$ cat config.mk
export PLATFORM = sky130hd
export DESIGN_NAME = terminal_key_event_decoder_core
export DESIGN_NICKNAME = d
export VERILOG_FILES = /design/src/rtl/tked_pkg.sv /design/src/rtl/tked_front.sv /design/src/rtl/tked_queue.sv /design/src/rtl/tked_back.sv /design/src/rtl/terminal_key_event_decoder_core.sv
export SDC_FILE = /design/constraint.sdc
export NUM_CORES = 1
export LEC_CHECK = 0
export BUFFER_PORTS_ARGS = -buffer_cell sky130_fd_sc_hd__buf_2
export CORE_MARGIN = 10
export CORE_UTILIZATION = 60
export CTS_CLUSTER_DIAMETER = 30
export CTS_CLUSTER_SIZE = 16
export DETAILED_ROUTE_END_ITERATION = 6
export HOLD_SLACK_MARGIN = 0.1
export PLACE_DENSITY = 0.87
export SYNTH_ARGS = -nofsm -noshare
export SYNTH_HDL_FRONTEND = slang
export SYNTH_SLANG_ARGS = --single-unit
$ cat constraint.sdc
create_clock -name aclk -period 4.1 [get_ports aclk]
set_input_delay 0.205 -clock aclk [delete_from_list [all_inputs] [get_ports aclk]]
set_output_delay 0.205 -clock aclk [all_outputs]
set_load 0.01 [all_outputs]
$ cat src/rtl/tked_pkg.sv
// Package for the terminal key event decoder: prefix modes, key kind codes,
// character constants and the command record passed from front to back.
// No dependencies.
`timescale 1ns / 1ps
`default_nettype none

package tked_pkg;

    typedef enum logic [1:0] {
        MODE_NORMAL = 2'd0,
        MODE_CARET  = 2'd1,
        MODE_ESC    = 2'd2,
        MODE_CSI    = 2'd3
    } tked_mode_t;

    typedef enum logic [3:0] {
        EVT_CHAR    = 4'd0,
        EVT_ENTER   = 4'd1,
        EVT_BKSP    = 4'd2,
        EVT_TAB     = 4'd3,
        EVT_CTRL_U  = 4'd4,
        EVT_CTRL_W  = 4'd5,
        EVT_CTRL_C  = 4'd6,
        EVT_UP      = 4'd7,
        EVT_DOWN    = 4'd8,
        EVT_RIGHT   = 4'd9,
        EVT_LEFT    = 4'd10,
        EVT_UNKNOWN = 4'd11
    } tked_kind_t;

    localparam logic [7:0] CH_ESC      = 8'h1B;
    localparam logic [7:0] CH_DEL      = 8'h7F;
    localparam logic [7:0] CH_BS       = 8'h08;
    localparam logic [7:0] CH_TAB      = 8'h09;
    localparam logic [7:0] CH_CR       = 8'h0D;
    localparam logic [7:0] CH_LF       = 8'h0A;
    localparam logic [7:0] CH_NAK      = 8'h15;
    localparam logic [7:0] CH_ETB      = 8'h17;
    localparam logic [7:0] CH_ETX      = 8'h03;
    localparam logic [7:0] CH_CARET    = 8'h5E;
    localparam logic [7:0] CH_LBRACKET = 8'h5B;
    localparam logic [7:0] CH_PRINT_LO = 8'd32;
    localparam logic [7:0] CH_PRINT_HI = 8'd127;

    // One decoded byte. A failed prefix is a pair: char(pfx) then char(chr).
    typedef struct packed {
        tked_kind_t kind;
        logic [7:0] chr;
        logic       pair;
        logic [7:0] pfx;
    } tked_cmd_t;

    typedef struct packed {
        logic second;  // first half of a pair sits in the output register
        logic pop;     // command retired this cycle
    } tked_back_stat_t;

endpackage

`default_nettype wire

$ cat src/rtl/tked_front.sv
// Front end of the key decoder: tracks the prefix mode and turns each
// accepted byte but ESC and ESC-[ into a queue command. Depends on tked_pkg.
`timescale 1ns / 1ps
`default_nettype none

module tked_front (
    input  wire logic                aclk,
    input  wire logic                aresetn,
    input  wire logic                accept,
    input  wire logic [7:0]          rx_byte,
    output tked_pkg::tked_cmd_t      cmd,
    output logic                     has_result
);
    import tked_pkg::*;

    tked_mode_t mode_reg;
    tked_mode_t mode_next;

    always_ff @(posedge aclk) begin
        if (!aresetn) begin
            mode_reg <= MODE_NORMAL;
        end else if (accept) begin
            mode_reg <= mode_next;
        end
    end

    always_comb begin
        cmd.kind   = EVT_UNKNOWN;
        cmd.chr    = 8'd0;
        cmd.pair   = 1'b0;
        cmd.pfx    = 8'd0;
        has_result = 1'b1;
        mode_next  = MODE_NORMAL;
        case (mode_reg)
            MODE_CARET: begin
                if (rx_byte == "U" || rx_byte == "u") begin
                    cmd.kind = EVT_CTRL_U;
                end else if (rx_byte == "W" || rx_byte == "w") begin
                    cmd.kind = EVT_CTRL_W;
                end else if (rx_byte == "C" || rx_byte == "c") begin
                    cmd.kind = EVT_CTRL_C;
                end else begin
                    cmd.kind = EVT_CHAR;
                    cmd.chr  = rx_byte;
                    cmd.pair = 1'b1;
                    cmd.pfx  = CH_CARET;
                end
            end
            MODE_ESC: begin
                if (rx_byte == CH_LBRACKET) begin
                    has_result = 1'b0;
                    mode_next  = MODE_CSI;
                end else begin
                    cmd.kind = EVT_CHAR;
                    cmd.chr  = rx_byte;
                    cmd.pair = 1'b1;
                    cmd.pfx  = CH_ESC;
                end
            end
            MODE_CSI: begin
                if (rx_byte == "A") begin
                    cmd.kind = EVT_UP;
                end else if (rx_byte == "B") begin
                    cmd.kind = EVT_DOWN;
                end else if (rx_byte == "C") begin
                    cmd.kind = EVT_RIGHT;
                end else if (rx_byte == "D") begin
                    cmd.kind = EVT_LEFT;
                end else begin
                    cmd.kind = EVT_CHAR;
                    cmd.chr  = rx_byte;
                    cmd.pair = 1'b1;
                    cmd.pfx  = CH_LBRACKET;
                end
            end
            MODE_NORMAL: begin
                if (rx_byte == CH_ESC) begin
                    has_result = 1'b0;
                    mode_next  = MODE_ESC;
                end else if (rx_byte == CH_CARET) begin
                    mode_next = MODE_CARET;
                end else if (rx_byte == CH_CR || rx_byte == CH_LF) begin
                    cmd.kind = EVT_ENTER;
                end else if (rx_byte == CH_BS || rx_byte == CH_DEL) begin
                    cmd.kind = EVT_BKSP;
                end else if (rx_byte == CH_TAB) begin
                    cmd.kind = EVT_TAB;
                end else if (rx_byte == CH_NAK) begin
                    cmd.kind = EVT_CTRL_U;
                end else if (rx_byte == CH_ETB) begin
                    cmd.kind = EVT_CTRL_W;
                end else if (rx_byte == CH_ETX) begin
                    cmd.kind = EVT_CTRL_C;
                end else if (rx_byte >= CH_PRINT_LO && rx_byte < CH_PRINT_HI) begin
                    cmd.kind = EVT_CHAR;
                    cmd.chr  = rx_byte;
                end
            end
            default: begin
                mode_next = MODE_NORMAL;
            end
        endcase
    end

endmodule

`default_nettype wire

$ cat src/rtl/tked_queue.sv
// Small command queue between the decoder front and the event emitter.
// Depends on tked_pkg.
`timescale 1ns / 1ps
`default_nettype none

module tked_queue #(
    parameter int DEPTH = 4
) (
    input  wire logic                      aclk,
    input  wire logic                      aresetn,
    input  wire logic                      push,
    input  wire tked_pkg::tked_cmd_t       wr_cmd,
    input  wire logic                      pop,
    output tked_pkg::tked_cmd_t            rd_cmd,
    output logic                           full,
    output logic                           empty,
    output logic [$clog2(DEPTH+1)-1:0]     count
);
    import tked_pkg::*;

    localparam int PTR_W = (DEPTH > 1) ? $clog2(DEPTH) : 1;
    localparam int CNT_W = $clog2(DEPTH + 1);
    localparam logic [PTR_W-1:0] PTR_LAST = PTR_W'(DEPTH - 1);

    tked_cmd_t        mem_reg [DEPTH];
    logic [PTR_W-1:0] wr_ptr_reg;
    logic [PTR_W-1:0] rd_ptr_reg;
    logic [CNT_W-1:0] count_reg;

    assign full   = (count_reg == CNT_W'(DEPTH));
    assign empty  = (count_reg == '0);
    assign count  = count_reg;
    assign rd_cmd = mem_reg[rd_ptr_reg];

    always_ff @(posedge aclk) begin
        if (push) begin
            mem_reg[wr_ptr_reg] <= wr_cmd;
        end
    end

    always_ff @(posedge aclk) begin
        if (!aresetn) begin
            wr_ptr_reg <= '0;
            rd_ptr_reg <= '0;
            count_reg  <= '0;
        end else begin
            if (push) begin
                wr_ptr_reg <= (wr_ptr_reg == PTR_LAST) ? '0 : wr_ptr_reg + 1'b1;
            end
            if (pop) begin
                rd_ptr_reg <= (rd_ptr_reg == PTR_LAST) ? '0 : rd_ptr_reg + 1'b1;
            end
            if (push && !pop) begin
                count_reg <= count_reg + 1'b1;
            end else if (pop && !push) begin
                count_reg <= count_reg - 1'b1;
            end
        end
    end

endmodule

`default_nettype wire

$ cat src/rtl/tked_back.sv
// Back end of the key decoder: expands queued commands into key events and
// holds them in the output register. Depends on tked_pkg.
`timescale 1ns / 1ps
`default_nettype none

module tked_back (
    input  wire logic                    aclk,
    input  wire logic                    aresetn,
    input  wire tked_pkg::tked_cmd_t     cmd,
    input  wire logic                    cmd_avail,
    input  wire logic                    m_ready,
    output logic                         m_valid,
    output logic [3:0]                   ev_kind,
    output logic [7:0]                   ev_char,
    output logic                         last_of_run,
    output tked_pkg::tked_back_stat_t    stat
);
    import tked_pkg::*;

    logic       m_valid_reg;
    logic [3:0] kind_reg;
    logic [7:0] char_reg;
    logic       last_reg;
    logic       second_reg;
    logic       second_next;
    logic       out_free;
    logic       load;
    logic       pop;
    logic [3:0] kind_next;
    logic [7:0] char_next;
    logic       last_next;

    assign out_free = !m_valid_reg || m_ready;
    assign load     = out_free && cmd_avail;

    always_comb begin
        kind_next   = cmd.kind;
        char_next   = cmd.chr;
        last_next   = 1'b1;
        second_next = second_reg;
        pop         = 1'b0;
        if (load) begin
            if (cmd.pair && !second_reg) begin
                // prefix character goes out first, command stays queued
                kind_next   = EVT_CHAR;
                char_next   = cmd.pfx;
                last_next   = 1'b0;
                second_next = 1'b1;
            end else begin
                pop         = 1'b1;
                second_next = 1'b0;
            end
        end
    end

    always_ff @(posedge aclk) begin
        if (!aresetn) begin
            m_valid_reg <= 1'b0;
            second_reg  <= 1'b0;
        end else begin
            if (out_free) begin
                m_valid_reg <= cmd_avail;
            end
            second_reg <= second_next;
        end
    end

    always_ff @(posedge aclk) begin
        if (load) begin
            kind_reg <= kind_next;
            char_reg <= char_next;
            last_reg <= last_next;
        end
    end

    assign m_valid     = m_valid_reg;
    assign ev_kind     = kind_reg;
    assign ev_char     = char_reg;
    assign last_of_run = last_reg;
    assign stat.second = second_reg;
    assign stat.pop    = pop;

endmodule

`default_nettype wire

$ cat src/rtl/terminal_key_event_decoder_core.sv
// Top level of the terminal key event decoder: stream ports, front decoder,
// command queue and event emitter. Depends on tked_pkg, tked_front,
// tked_queue and tked_back.
`timescale 1ns / 1ps
`default_nettype none

// Decodes received terminal bytes into key events (characters, enter,
// backspace, tab, ctrl-U/W/C, caret-letter controls and ESC-[ arrows).
// A byte is taken on every cycle the command queue has room; the front end
// classifies it against the current prefix mode in the same cycle and queues
// one command. ESC and ESC-[ queue nothing. The back end drives one event per
// cycle from its output register while the result side is ready: most bytes
// give one event, a failed prefix sequence gives two (the prefix character,
// then the raw byte with tlast set). A one-entry queue halves the byte rate,
// since it reads full after every push until that command is retired; the
// first event of a byte passes through the command queue into the output
// register. QUEUE_DEPTH (1 to 16) sets how many decoded requests can wait
// while the result side stalls.
module terminal_key_event_decoder_core #(
    parameter int QUEUE_DEPTH = 4
) (
    input  wire logic        aclk,
    input  wire logic        aresetn,
    input  wire logic        s_axis_tvalid,
    output logic             s_axis_tready,
    input  wire logic [7:0]  s_axis_tdata,   // [7:0] rx_byte
    output logic             m_axis_tvalid,
    input  wire logic        m_axis_tready,
    output logic [15:0]      m_axis_tdata,   // [3:0] event kind, [11:4] event char, rest zero
    output logic             m_axis_tlast    // last_of_run
);
    import tked_pkg::*;

    localparam int CNT_W = $clog2(QUEUE_DEPTH + 1);

    tked_cmd_t       front_cmd;
    tked_cmd_t       queue_cmd;
    tked_back_stat_t back_stat;
    logic            has_result;
    logic            s_accept;
    logic            q_full;
    logic            q_empty;
    logic [CNT_W-1:0] q_count;
    logic [3:0]      ev_kind;
    logic [7:0]      ev_char;

    // Input request is taken whenever the queue has a free slot.
    assign s_axis_tready = !q_full;
    assign s_accept      = s_axis_tvalid && s_axis_tready;

    tked_front u_front (
        .aclk       (aclk),
        .aresetn    (aresetn),
        .accept     (s_accept),
        .rx_byte    (s_axis_tdata),
        .cmd        (front_cmd),
        .has_result (has_result)
    );

    tked_queue #(
        .DEPTH (QUEUE_DEPTH)
    ) u_queue (
        .aclk    (aclk),
        .aresetn (aresetn),
        .push    (s_accept && has_result),
        .wr_cmd  (front_cmd),
        .pop     (back_stat.pop),
        .rd_cmd  (queue_cmd),
        .full    (q_full),
        .empty   (q_empty),
        .count   (q_count)
    );

    tked_back u_back (
        .aclk        (aclk),
        .aresetn     (aresetn),
        .cmd         (queue_cmd),
        .cmd_avail   (!q_empty),
        .m_ready     (m_axis_tready),
        .m_valid     (m_axis_tvalid),
        .ev_kind     (ev_kind),
        .ev_char     (ev_char),
        .last_of_run (m_axis_tlast),
        .stat        (back_stat)
    );

    assign m_axis_tdata = {4'd0, ev_char, ev_kind};

    // Emitter only retires a command that is actually queued.
    a_pop_not_empty: assert property (@(posedge aclk) disable iff (!aresetn)
        back_stat.pop |-> !q_empty)
        else $error("command retired from empty queue");

    // While the prefix half of a pair is pending, it is on the port, not last.
    a_pair_first_half: assert property (@(posedge aclk) disable iff (!aresetn)
        back_stat.second |-> (m_axis_tvalid && !m_axis_tlast))
        else $error("pair prefix not held on output");

    // Queue occupancy never exceeds its depth.
    a_queue_bound: assert property (@(posedge aclk) disable iff (!aresetn)
        q_count <= CNT_W'(QUEUE_DEPTH))
        else $error("queue count overflow");

endmodule

`default_nettype wire

==> flow_summary.toml <==
[route]
wl_per_cell_um = 18.46
via_count = 2539
totalWireLength_mm = 7.696
via_per_inst = 6.089
dr.pass1.iters = 4
drc = 0
route.antenna.remaining_nets = 0
first_iter_violations = 138

[clocking]
ctsResizeCount = 0
cts_buffers = 9
cts_root_buffer = "clkbuf_8"
cts_setup_buffers = 0
clk_pin_slew_ns = 0.09
htreeDepth = 3
postCtsHoldBufs = 0
clk_latency_ns = 0.35
clock_sinks = 90
clock_path_buffers = 2
tritoncts = "done"

[min_path]
worstHoldStart = "aresetn"
hold_depth = 3
min_to = "u_queue.rd_ptr_reg[0]"
hp-class = "in2reg"

[setup_path]
path_cells = "buf_4 > mux4_2 > nor2b_4 > nand2b_4 > ha_1 > inv_1 > fa_1 > xor2_1 > or3_1 > a21oi_1"
critPathRequiredTime_ns = 4.38
cpMaxStageDelayCell = "fa_1"
end_kind = "flop"
r2r_cells = 10
crit_fanout = 16
reg2reg_slack_ns = 1.33
crit_type = "reg2reg"
arrival_ns = 3.06
max_stage_delay_ns = 0.37
path_delay_family = "simple AND/OR/NAND/NOR gates"
r2r_end = "u_queue.count[2]"
cp-start-kind = "flop"
path_buf_inv = 2

[layout]
diodes = 0
multi_input_area_mm2 = 0.001513
largest_register_ffs = 64
final_nets = 335
area_delta_synth_final_pct = 8.122
fillers = 488
seq_area_mm2 = 0.002572
layoutNonFillerInstCount = 417
drive_gt1_share_pct = 22.43

[global_routing]
grt_usage_pct = 14.29
met3_usage_pct = 3.408
grt_busiest_layer = "met2"
grtUsageMet1_pct = 18.04
first_global_vias = 2530
grt_max_degree = 20
met2_usage_pct = 22.66
antenna_found_initial = 0
grt_pass1_wl_mm = 12.67
grt-ovfl-total = 0

[logic_synthesis]
ys_ff_latch = 90
yosysMostFrequentCell = "edfxtp_1"
syn_area_mm2 = 0.004252
synthTopCellsByCount = "edfxtp_1, dfxtp_1, nor2_1, mux4_2"
seq_area_frac_synth_pct = 60.51
synth_cells = 296
synth_warnings = 0
synth_top_area_share_pct = 54.38
synth_top_area_cell = "edfxtp_1"
yosys_most_used_dff = "edfxtp_1"
async_reset_ff_share_pct = 0
synth_area_per_cell_um2 = 14.36
synth-edff-count = 77
synth_area_leaders = "edfxtp_1, mux4_2, dfxtp_1, mux4_1, ha_1"
synthDistinctLibCells = 69

[sta]
fin_setup_tns_ns = 0
period_needed_ns = 2.773
fin_hold_ws_ns = 0.1726
hold_viol = 0
drv_slew = 0
worst_pin_slew_ns = 0.8601
fmax_mhz = 360.6
slew_headroom_pct = 42.66
fin_crit_sh_pct = 67.65
fin_skew_ns = 0.01262
setup_viol = 0
rsz0062_at_grt = "no"

[power]
max-vdd-ir-drop_mv = 0.1933
combPwrFrac_pct = 28.8
p_int_uw = 1857
pwr-share-clk_pct = 22.3
power.leakage_uw = 0.001608
seqPwrFrac_pct = 48.9
power_switching_uw = 772.9
switching_share_pct = 29.38
powerDensity_mw_per_mm2 = 572.2

[place]
placedCellCount = 401
place_hpwl_mm = 5.239
place_congestion = 0.8844
numPortBuffers = 26

[run_status]
status = "complete, no violations"

[flow_run]
max_cap_viol_count = 0

[floorplanning]
dieHeight_um = 104.2
dieWidth_um = 104.2
fp-row-count = 30
dieArea_mm2 = 0.01085
coreArea_mm2 = 0.006832
start_util_pct = 62.23
io_pins = 31
cells by family (layout without fill, tap and decap cells):
logic type | count (synthesis) | count (layout) | share of synthesized area, %
DFF | 90 | 90 | 60.51
other | 1 | 4 | 0.08820
xor gates and xnor gates | 3 | 3 | 0.6181
buffers and inverters | 33 | 55 | 4.179
and+or+nand+nor | 89 | 89 | 13.42
adders and majority gates | 7 | 7 | 2.237
AOI/OAI and AO/OA | 51 | 51 | 8.623
muxes | 22 | 22 | 10.33
area by class of cell:
class,instances,share of cell area [%]
Multi-Input combinational cell,176,32.91
Inverter,10,0.8165
Sequential cell,90,55.96
Clock inverter,5,0.8438
Clock buffer,11,3.538
Tap cell,96,2.613
Timing Repair Buffer,29,3.321
power groups by stage:
stage	Sequential [uW]	Clock (uW)	Combinational, uW
floorplan	1330	0	543
global placement	1300	0	743
detailed placement	1310	0	769
CTS	1290	593	771
global route	1300	635	833
finish	1290	588	757
cell usage in the layout, fill, tap and decap left out, types with 9 or more instances in the layout:
cell type  netlist  final
nor2b_1         11     11
clkbuf_8         0     10
a21oi_1         10     10
edfxtp_1        77     77
nand2_1         11     11
buf_2           10     26
dfxtp_1         13     13
nor2_1          13     13
mux4_2          12     12
inv_1            9      9
per-layer routing:
metal | up-vias | share of wire [%]
li1 | 1183 | -
met1 | 1243 | 43
met2 | 99 | 48
met3 | 14 | 6.3
met4 | 0 | 2.3
met5 | - | 0
stage by stage:
step	worst slack (ns)	instance area, um^2	util (%)	total power [uW]
6_report	1.327	4597	67.29	2630
4_1_cts	1.294	4597	67.29	2651
3_5_place_dp	1.299	4395	64.34	2077
2_1_floorplan	1.764	4263	-	1877
5_1_grt	1.162	4597	67.29	2771
3_3_place_gp	1.387	4395	64.34	2044
worst reg2reg max path, delay by kind of cell, from the launching register on:
family	cells	cell delay, ns
adders and majority gates	2	0.55
muxes	1	0.29
buffers and inverters	2	0.36
and+or+nand+nor	3	0.87
xor gates and xnor gates	1	0.18
DFF	1	0.32
AOI/OAI and AO/OA	1	0.14
worst max path at each step:
| stage | from | to | slack, ns | cells past startpoint |
|---|---|---|---|---|
| 5_1_grt | flop | u_queue.count[2] | 1.16 | 10 |
| 2_1_floorplan | flop | u_queue.count[2] | 1.76 | 10 |
| 4_1_cts | flop | u_queue.count[2] | 1.29 | 10 |
| 3_3_place_gp | flop | u_queue.count[2] | 1.39 | 10 |
| 3_5_place_dp | flop | u_queue.count[2] | 1.30 | 10 |
| 6_report | flop | u_queue.count[2] | 1.33 | 10 |
Power figures use the tool's default switching activity.
